[src/rtl/sfmp_pkg.sv]
`timescale 1ns / 1ps
// ----------------------------------------------------------------------------
// sfmp_pkg: shared types for the symbolic file mode parser
// parse phase and operator codes plus the parse state record
// ----------------------------------------------------------------------------
package sfmp_pkg;

	localparam int unsigned CharW = 8;
	localparam int unsigned ModeW = 16;
	localparam int unsigned PermW = 12;
	localparam int unsigned ClassW = 3;

	typedef enum logic [1:0] {
		PH_WHO  = 2'd0,
		PH_PERM = 2'd1,
		PH_ERR  = 2'd3
	} phase_t;

	typedef enum logic [1:0] {
		OP_ADD = 2'd0,
		OP_SUB = 2'd1,
		OP_SET = 2'd2
	} op_kind_t;

	typedef struct packed {
		phase_t              phase;
		logic [ClassW-1:0]   class_set;
		op_kind_t            op_kind;
		logic [PermW-1:0]    pending_bits;
		logic                saw_perm;
	} parse_state_t;

	localparam parse_state_t ParseIdle = '{
		phase:        PH_WHO,
		class_set:    '0,
		op_kind:      OP_ADD,
		pending_bits: '0,
		saw_perm:     1'b0
	};

endpackage

[src/rtl/sfmp_if.sv]
`timescale 1ns / 1ps
// ----------------------------------------------------------------------------
// sfmp_if: channel interfaces of the symbolic file mode parser
// character input channel and result output channel, valid/ready handshake
// ----------------------------------------------------------------------------
interface sfmp_char_if;
	logic        valid;
	logic        ready;
	logic [7:0]  ch;
	logic        first;
	logic        last;
	logic [15:0] init_mode;

	modport source (output valid, output ch, output first, output last,
		output init_mode, input ready);
	modport sink (input valid, input ch, input first, input last,
		input init_mode, output ready);
endinterface

interface sfmp_result_if;
	logic        valid;
	logic        ready;
	logic [15:0] new_mode;
	logic        bad_syntax;

	modport source (output valid, output new_mode, output bad_syntax, input ready);
	modport sink (input valid, input new_mode, input bad_syntax, output ready);
endinterface

[src/rtl/symbolic_file_mode_parser_top.sv]
`timescale 1ns / 1ps
// ----------------------------------------------------------------------------
// symbolic_file_mode_parser_top: symbolic chmod-style mode parser
// applies a stream of clause characters to a 16-bit file mode
// ----------------------------------------------------------------------------
// usage
//   chars  : one character per transaction; first loads init_mode and
//            restarts the parse, last closes the string
//   result : one transaction per string, new_mode and bad_syntax, given for
//            the character that carries last
// latency and throughput
//   one character per cycle unless a stalled result holds input; the result is
//   valid the cycle after the last character is taken; the pace is set by the
//   single decode step between the parse state registers and the result register
// stall
//   the result register holds while the sink stalls; chars.ready stays high
//   as long as the result register is empty or being drained this cycle, so
//   a stalled result holds back every character until it is taken
// reset
//   arst_n clears the parse state, the mode accumulator, the held start mode
//   and the result valid flag; a string sent without first after reset starts
//   from a mode of zero
// ----------------------------------------------------------------------------
module symbolic_file_mode_parser_top (
	input  logic                 clk,
	input  logic                 arst_n,
	sfmp_char_if.sink            chars,
	sfmp_result_if.source        result
);
	import sfmp_pkg::*;

	// parse state and mode accumulator
	parse_state_t     state_q;
	logic [ModeW-1:0] acc_q;
	logic [ModeW-1:0] hold_q;

	// result register
	logic             res_valid_q;
	logic [ModeW-1:0] res_mode_q;
	logic             res_bad_q;

	// next-state from the step logic
	parse_state_t     state_nxt;
	logic [ModeW-1:0] acc_nxt;
	logic [ModeW-1:0] hold_nxt;
	logic [ModeW-1:0] step_mode;
	logic             step_bad;
	logic             in_fire;

	// take a character unless a finished result is still waiting
	assign chars.ready = !res_valid_q || result.ready;
	assign in_fire     = chars.valid && chars.ready;

	sfmp_step u_step (
		.cur        (state_q),
		.mode_acc   (acc_q),
		.start_hold (hold_q),
		.ch         (chars.ch),
		.first      (chars.first),
		.last       (chars.last),
		.init_mode  (chars.init_mode),
		.nxt        (state_nxt),
		.nxt_acc    (acc_nxt),
		.nxt_hold   (hold_nxt),
		.res_mode   (step_mode),
		.res_bad    (step_bad)
	);

	// parse state advances on every accepted character
	always_ff @(posedge clk or negedge arst_n) begin
		if (!arst_n) begin
			state_q <= ParseIdle;
			acc_q   <= '0;
			hold_q  <= '0;
		end else if (in_fire) begin
			state_q <= state_nxt;
			acc_q   <= acc_nxt;
			hold_q  <= hold_nxt;
		end
	end

	// result valid flag: set by a last character, cleared when drained
	always_ff @(posedge clk or negedge arst_n) begin
		if (!arst_n) begin
			res_valid_q <= 1'b0;
		end else if (in_fire && chars.last) begin
			res_valid_q <= 1'b1;
		end else if (result.ready) begin
			res_valid_q <= 1'b0;
		end
	end

	// result payload, loaded only when a string closes
	always_ff @(posedge clk) begin
		if (in_fire && chars.last) begin
			res_mode_q <= step_mode;
			res_bad_q  <= step_bad;
		end
	end

	assign result.valid      = res_valid_q;
	assign result.new_mode   = res_mode_q;
	assign result.bad_syntax = res_bad_q;

endmodule

[src/rtl/sfmp_step.sv]
`timescale 1ns / 1ps
// ----------------------------------------------------------------------------
// sfmp_step: next-state logic for one character
// decodes one character against the parse state and mode accumulator
// ----------------------------------------------------------------------------
module sfmp_step (
	input  sfmp_pkg::parse_state_t cur,
	input  logic [15:0]            mode_acc,
	input  logic [15:0]            start_hold,
	input  logic [7:0]             ch,
	input  logic                   first,
	input  logic                   last,
	input  logic [15:0]            init_mode,
	output sfmp_pkg::parse_state_t nxt,
	output logic [15:0]            nxt_acc,
	output logic [15:0]            nxt_hold,
	output logic [15:0]            res_mode,
	output logic                   res_bad
);
	import sfmp_pkg::*;

	localparam logic [CharW-1:0] ChU     = 8'h75; // u
	localparam logic [CharW-1:0] ChG     = 8'h67; // g
	localparam logic [CharW-1:0] ChO     = 8'h6F; // o
	localparam logic [CharW-1:0] ChA     = 8'h61; // a
	localparam logic [CharW-1:0] ChPlus  = 8'h2B; // +
	localparam logic [CharW-1:0] ChMinus = 8'h2D; // -
	localparam logic [CharW-1:0] ChEq    = 8'h3D; // =
	localparam logic [CharW-1:0] ChComma = 8'h2C; // ,
	localparam logic [CharW-1:0] ChR     = 8'h72; // r
	localparam logic [CharW-1:0] ChW     = 8'h77; // w
	localparam logic [CharW-1:0] ChX     = 8'h78; // x
	localparam logic [CharW-1:0] ChXcap  = 8'h58; // X
	localparam logic [CharW-1:0] ChS     = 8'h73; // s
	localparam logic [CharW-1:0] ChT     = 8'h74; // t

	// replicate a 3-bit rwx value into the selected classes
	function automatic logic [PermW-1:0] spread(logic [ClassW-1:0] who, logic [2:0] v);
		return {3'b000, who[0] ? v : 3'b000, who[1] ? v : 3'b000, who[2] ? v : 3'b000};
	endfunction

	function automatic logic [PermW-1:0] perm_mask(logic [ClassW-1:0] who,
		logic [CharW-1:0] c, logic [ModeW-1:0] base);
		logic x_ok;
		logic [PermW-1:0] m;
		x_ok = (base[15:12] == 4'b0100) || (base[6] | base[3] | base[0]);
		case (c)
			ChR:     m = spread(who, 3'b100);
			ChW:     m = spread(who, 3'b010);
			ChX:     m = spread(who, 3'b001);
			ChXcap:  m = x_ok ? spread(who, 3'b001) : '0;
			ChS:     m = {who[0], who[1], 10'b0};
			ChT:     m = {2'b00, who[2], 9'b0};
			default: m = '0;
		endcase
		return m;
	endfunction

	function automatic logic [ModeW-1:0] apply_clause(logic [ModeW-1:0] acc,
		parse_state_t st);
		logic [ModeW-1:0] p;
		logic [ModeW-1:0] clr;
		logic [ModeW-1:0] r;
		p   = {4'b0000, st.pending_bits};
		// rwx of each chosen class plus its setuid, setgid or sticky bit
		clr = {4'b0000, st.class_set[0], st.class_set[1], st.class_set[2], 9'b0} |
			{4'b0000, spread(st.class_set, 3'b111)};
		case (st.op_kind)
			OP_ADD:  r = acc | p;
			OP_SUB:  r = acc & ~p;
			OP_SET:  r = (acc & ~clr) | p;
			default: r = acc;
		endcase
		return r;
	endfunction

	parse_state_t     st0;
	parse_state_t     st1;
	logic [ModeW-1:0] acc0;
	logic [ModeW-1:0] acc1;
	logic [ModeW-1:0] hold0;
	logic             clause_ok;
	logic             end_ok;

	always_comb begin
		// a first character restarts the parse from the new starting mode
		st0   = first ? ParseIdle : cur;
		acc0  = first ? init_mode : mode_acc;
		hold0 = first ? init_mode : start_hold;
		st1   = st0;
		acc1  = acc0;
		clause_ok = st0.saw_perm || (st0.op_kind == OP_SET);

		case (st0.phase)
			PH_WHO: begin
				case (ch)
					ChU, ChG, ChO, ChA: begin
						st1.class_set = st0.class_set | {
							(ch == ChO) || (ch == ChA),
							(ch == ChG) || (ch == ChA),
							(ch == ChU) || (ch == ChA)};
					end
					ChPlus, ChMinus, ChEq: begin
						st1.op_kind = (ch == ChPlus) ? OP_ADD :
							(ch == ChMinus) ? OP_SUB : OP_SET;
						if (st0.class_set == '0) begin
							st1.class_set = '1;
						end
						st1.pending_bits = '0;
						st1.saw_perm     = 1'b0;
						st1.phase        = PH_PERM;
					end
					default: st1.phase = PH_ERR;
				endcase
			end
			PH_PERM: begin
				case (ch)
					ChR, ChW, ChX, ChXcap, ChS, ChT: begin
						st1.pending_bits = st0.pending_bits |
							perm_mask(st0.class_set, ch, acc0);
						st1.saw_perm = 1'b1;
					end
					ChComma: begin
						if (clause_ok) begin
							acc1             = apply_clause(acc0, st0);
							st1.phase        = PH_WHO;
							st1.class_set    = '0;
							st1.pending_bits = '0;
							st1.saw_perm     = 1'b0;
						end else begin
							st1.phase = PH_ERR;
						end
					end
					default: st1.phase = PH_ERR;
				endcase
			end
			default: st1.phase = PH_ERR;
		endcase

		// end of string closes the open clause
		end_ok   = (st1.phase == PH_PERM) &&
			(st1.saw_perm || (st1.op_kind == OP_SET));
		res_bad  = !end_ok;
		res_mode = end_ok ? apply_clause(acc1, st1) : hold0;

		if (last) begin
			nxt      = ParseIdle;
			nxt_acc  = res_mode;
			nxt_hold = res_mode;
		end else begin
			nxt      = st1;
			nxt_acc  = acc1;
			nxt_hold = hold0;
		end
	end

endmodule

[src/flat_wrapper.sv]
// flat-port wrapper written by rule: the top's interface ports become plain ports
module symbolic_file_mode_parser_top_flat import sfmp_pkg::*;
  (clk, arst_n, chars_valid, chars_ch, chars_first, chars_last, chars_init_mode, chars_ready, result_valid, result_new_mode, result_bad_syntax, result_ready);
  sfmp_char_if chars_i ();
  sfmp_result_if result_i ();
  input  logic clk;
  input  logic arst_n;
  input wire logic [$bits(chars_i.valid)-1:0] chars_valid;
  input wire logic [$bits(chars_i.ch)-1:0] chars_ch;
  input wire logic [$bits(chars_i.first)-1:0] chars_first;
  input wire logic [$bits(chars_i.last)-1:0] chars_last;
  input wire logic [$bits(chars_i.init_mode)-1:0] chars_init_mode;
  output wire logic [$bits(chars_i.ready)-1:0] chars_ready;
  output wire logic [$bits(result_i.valid)-1:0] result_valid;
  output wire logic [$bits(result_i.new_mode)-1:0] result_new_mode;
  output wire logic [$bits(result_i.bad_syntax)-1:0] result_bad_syntax;
  input wire logic [$bits(result_i.ready)-1:0] result_ready;
  assign chars_i.valid = chars_valid;
  assign chars_i.ch = chars_ch;
  assign chars_i.first = chars_first;
  assign chars_i.last = chars_last;
  assign chars_i.init_mode = chars_init_mode;
  assign chars_ready = chars_i.ready;
  assign result_valid = result_i.valid;
  assign result_new_mode = result_i.new_mode;
  assign result_bad_syntax = result_i.bad_syntax;
  assign result_i.ready = result_ready;
  symbolic_file_mode_parser_top u_core (.clk(clk), .arst_n(arst_n), .chars(chars_i), .result(result_i));
endmodule
[config.mk]
export PLATFORM = sky130hd
export DESIGN_NAME = symbolic_file_mode_parser_top_flat
export DESIGN_NICKNAME = d
export VERILOG_FILES = /design/src/rtl/sfmp_pkg.sv /design/src/rtl/sfmp_if.sv /design/src/rtl/symbolic_file_mode_parser_top.sv /design/src/rtl/sfmp_step.sv /design/src/flat_wrapper.sv
export SDC_FILE = /design/constraint.sdc
export NUM_CORES = 1
export LEC_CHECK = 0
export ABC_AREA = 1
export BUFFER_PORTS_ARGS = -buffer_cell sky130_fd_sc_hd__clkbuf_2
export CORE_MARGIN = 10
export CORE_UTILIZATION = 24
export CTS_CLUSTER_SIZE = 16
export DETAILED_ROUTE_END_ITERATION = 10
export GPL_TIMING_DRIVEN = 1
export PLACE_DENSITY_LB_ADDON = 0.15
export SYNTH_ARGS = -nofsm -noshare
export SYNTH_HDL_FRONTEND = slang
export SYNTH_SLANG_ARGS = --single-unit
export TNS_END_PERCENT = 1
[constraint.sdc]
create_clock -name clk -period 2.1 [get_ports clk]
set_input_delay 0.42 -clock clk [delete_from_list [all_inputs] [get_ports clk]]
set_output_delay 0.42 -clock clk [all_outputs]
set_load 0.02 [all_outputs]
==> impl_results.md <==
* Drt first pass iters at 5
* Clock share of power at 0.342
* FF-to-FF path depth at 13
* Worst skew pair latency at 0.35 ns
* Design area at 6990 um2
* Post-synthesis sequential element count at 70
* Largest net degree at the start of global routing at 54
* Post-route antenna net violation count at 0
* Max IR drop VDD at 344 uV
* Ant diodes at 0
* Unrepaired setup endpoints after global routing: true
* Number of synthesized flops with an enable pin at 17
* Die area at 26400 um2
* # IOs at 49
* Final setup violation count at 0
* Pwr Density at 582 nW/um2
* WL/cell at 14.6 um
* DP Area at 6360 um2
* Leading area contributor after synthesis: dfrtp_1
* Startpoint types: primary input
* Net Sw Frac at 0.311
* CTS tree: done
* CP dominant cell by count: nand2_2
* Vias per cell at 4.38
* FP Rows at 52
* Seq pwr share at 0.398
* Max transition margin at 0.689
* Slowest stage delay, CP at 0.17 ns
* Cell variety after synth at 37
* R2r startpoint: u_core.state_q[14]
* Internal power at 2810 uW
* GPL Wtd Cong at 0.845
* Syn_nets at 743
* Core area at 20100 um2
* Via count of the routed design at 5080
* Top-area cell type share of the netlist area at 0.272
* Port buffer count at 48
* Final period utilization at 0.962
* Crit path max fanout at 7
* Main flop type after synthesis: dfrtp_1
* Setup slack, reg-to-reg at 0.08 ns
* CP required at 2.20 ns
* Slew @ Worst Pin at 0.462 ns
* Die X at 162 um
* Net Sw Power at 1260 uW
* First-pass GRT wire length at 27600 um
* CP max stage cell: buf_8
* Final Max Tran Viols at 0
* Status: complete, no violations
* # fillers at 2181
* Clk buf depth at 2
* Layout Nets at 914
* Initial antenna violation count at 0
* 1st-iter DRT viols at 204
* DPL Wire Length at 13000 um
* Gate power share at 0.260
* Max Clk Rate at 0.495 GHz
* Cells after Synth at 713
* Global route overflow at 0
* DRC Markers at 0
* Max-Cap Viols at 0
* Dpl ws at -0.327 ns
* Worst r2r dst: u_core.result.new_mode[0]
* CP Cell Sequence: clkbuf_2, buf_4, nor2_4, nand4_4, nand2_2, nand2_2, nand2_2, nand2_4, nor2_4, nand3b_1, nand2_2, buf_8, nor2_4, nand2_2, and2_4
* Area growth, synth to finish at 43.7%
* Vias in the first global route at 5079
* Detailed Route WL at 16900 um
* Post-Syn Area at 4870 um2
* P_leak at 0.00349 uW
* Total chip power at 4070 uW
* Minimum clock period after layout at 2.02 ns
* Final core occ at 0.348
* Asr flop ratio synth at 0.757
* Clk slew on worst S/H paths at 0.06 ns
* Worst EP arrival at 2.12 ns
* Ys Warns at 0
* Root buffer cell: clkbuf_16
* Starting Density at 0.242
* Hold-fix buffers, CTS at 0
* H-tree Lvls at 3
* Hold Path Class: primary input to asynchronous set/reset pin
* GRT Overall Usage at 0.131
* CP endpoint kind: register
* Die H at 162 um
* Final Hold Viols at 0
* Worst Skew at 0.00804 ns
* Synthesized area per cell at 6.83 um2
* CP Class: primary input to register
* Sequential-to-total area share from yosys stat at 0.377
* Clk sinks at 70
* Total CTS buffers at 9
* Synth top area cells: dfrtp_1 (27%), nand2_1 (20%), edfxtp_1 (10%), inv_1 (5.2%), nand3_1 (4.9%)
* Final worst-path setup slack at 0.0799 ns
* Share of layout cells above drive strength 1 at 0.373
==> worst max-delay path, delay by kind of cell <==
| family | cells | cell delay [ns] |
|---|---|---|
| and+or+nand+nor | 12 | 1.26 |
| buffers and inverters | 3 | 0.44 |
==> layer usage <==
layer	part of all wire	global-route usage	vias up
met1	0.48	0.170	2358
met2	0.48	0.219	65
met5	0	0	-
li1	-	-	2649
met4	0.0096	0.0331	0
met3	0.030	0.0228	8
==> power groups by stage <==
| stage | Clock, uW | Combinational (uW) | Sequential [uW] |
|---|---|---|---|
| after CTS | 1440 | 995 | 1620 |
| after detailed placement | 0 | 980 | 1640 |
| after global routing | 1490 | 1190 | 1640 |
| after floorplan | 0 | 527 | 1650 |
| after global placement | 0 | 982 | 1640 |
| final | 1390 | 1060 | 1620 |
==> worst max path at each step <==
stage | startpoint | depth (start not counted) | slack, ns | endpoint
finish | chars_ch[1] | 15 | 0.08 | u_core.result.new_mode[11]
global route | u_core.state_q[19] | 14 | -0.03 | u_core.result.new_mode[11]
CTS | u_core.state_q[19] | 14 | -0.002 | u_core.result.new_mode[11]
detailed placement | chars_first | 15 | -0.33 | u_core.result.new_mode[0]
global placement | chars_ch[6] | 15 | -0.34 | u_core.hold_q[1]
floorplan | chars_first | 14 | 0.03 | u_core.result.new_mode[0]
==> flip-flops by register name, summed over array words and instances (netlist names) <==
signal	cells
u_core.hold_q	16
u_core.state_q	20
u_core.acc_q	16
u_core.result.bad_syntax	1
u_core.result.valid	1
u_core.result.new_mode	16
==> cells in the final DEF (no fill, tap or decap), drive strengths merged <==
cell type  instances
dfrtp             53
clkbuf            59
clkinvlp           1
or2                2
nor2              72
nand3             50
clkinv             6
edfxtp            17
a21oi             12
a22oi             31
nor3               1
nand3b             2
nand4              4
o21ai             44
o211ai             5
buf              136
inv               74
and2               5
a21boi             7
o22ai             12
a21o               1
nand2            295
==> synth_stat cells, types with 3 or more instances <==
library cell,count
nand3_1,48
a22oi_1,31
nor2_2,7
nand4_1,3
o21ai_0,37
a21oi_1,12
inv_1,67
nand2_1,260
nor2_4,7
o21ai_1,6
o22ai_1,12
nor2_1,57
inv_2,8
clkbuf_1,11
buf_6,3
dfrtp_1,53
a21boi_0,7
nand2_2,34
and2_1,5
o211ai_1,5
buf_2,7
edfxtp_1,17
==> stage by stage <==
stage               hold slack [ns]  instances  TNS (ns)
CTS                          0.0870       1151  -0.00202
finish                       0.0768       1159         0
floorplan                     0.124        713         0
detailed placement            0.457       1133    -13.52
global placement              0.457       1133    -13.32
global route                 0.0993       1159    -0.142
==> kinds of logic (layout without fill, tap and decap cells) <==
group,count (synthesis),in the layout,share of synthesized area
compound gates,112,112,0.142
buf+inv,100,276,0.0859
flops,70,70,0.377
simple gates,431,431,0.395
==> cell type report <==
class	instances	area (um2)	area share
clock buffer	11	233	0.0333
multi-input combinational	543	2870	0.411
clock inverter	5	27.5	0.00394
timing repair buffer	184	1390	0.199
tap	270	338	0.0483
sequential	70	1840	0.263
inverter	76	292	0.0417
==> timing repair <==
item                       in CTS  in global routing
gates resized for setup         7                100
setup endpoints to repair      36                 48
buffers inserted                2                  9
pin swaps                       3                 35
gates cloned                    0                  0
Note: power is estimated with default switching activity, not from simulation.
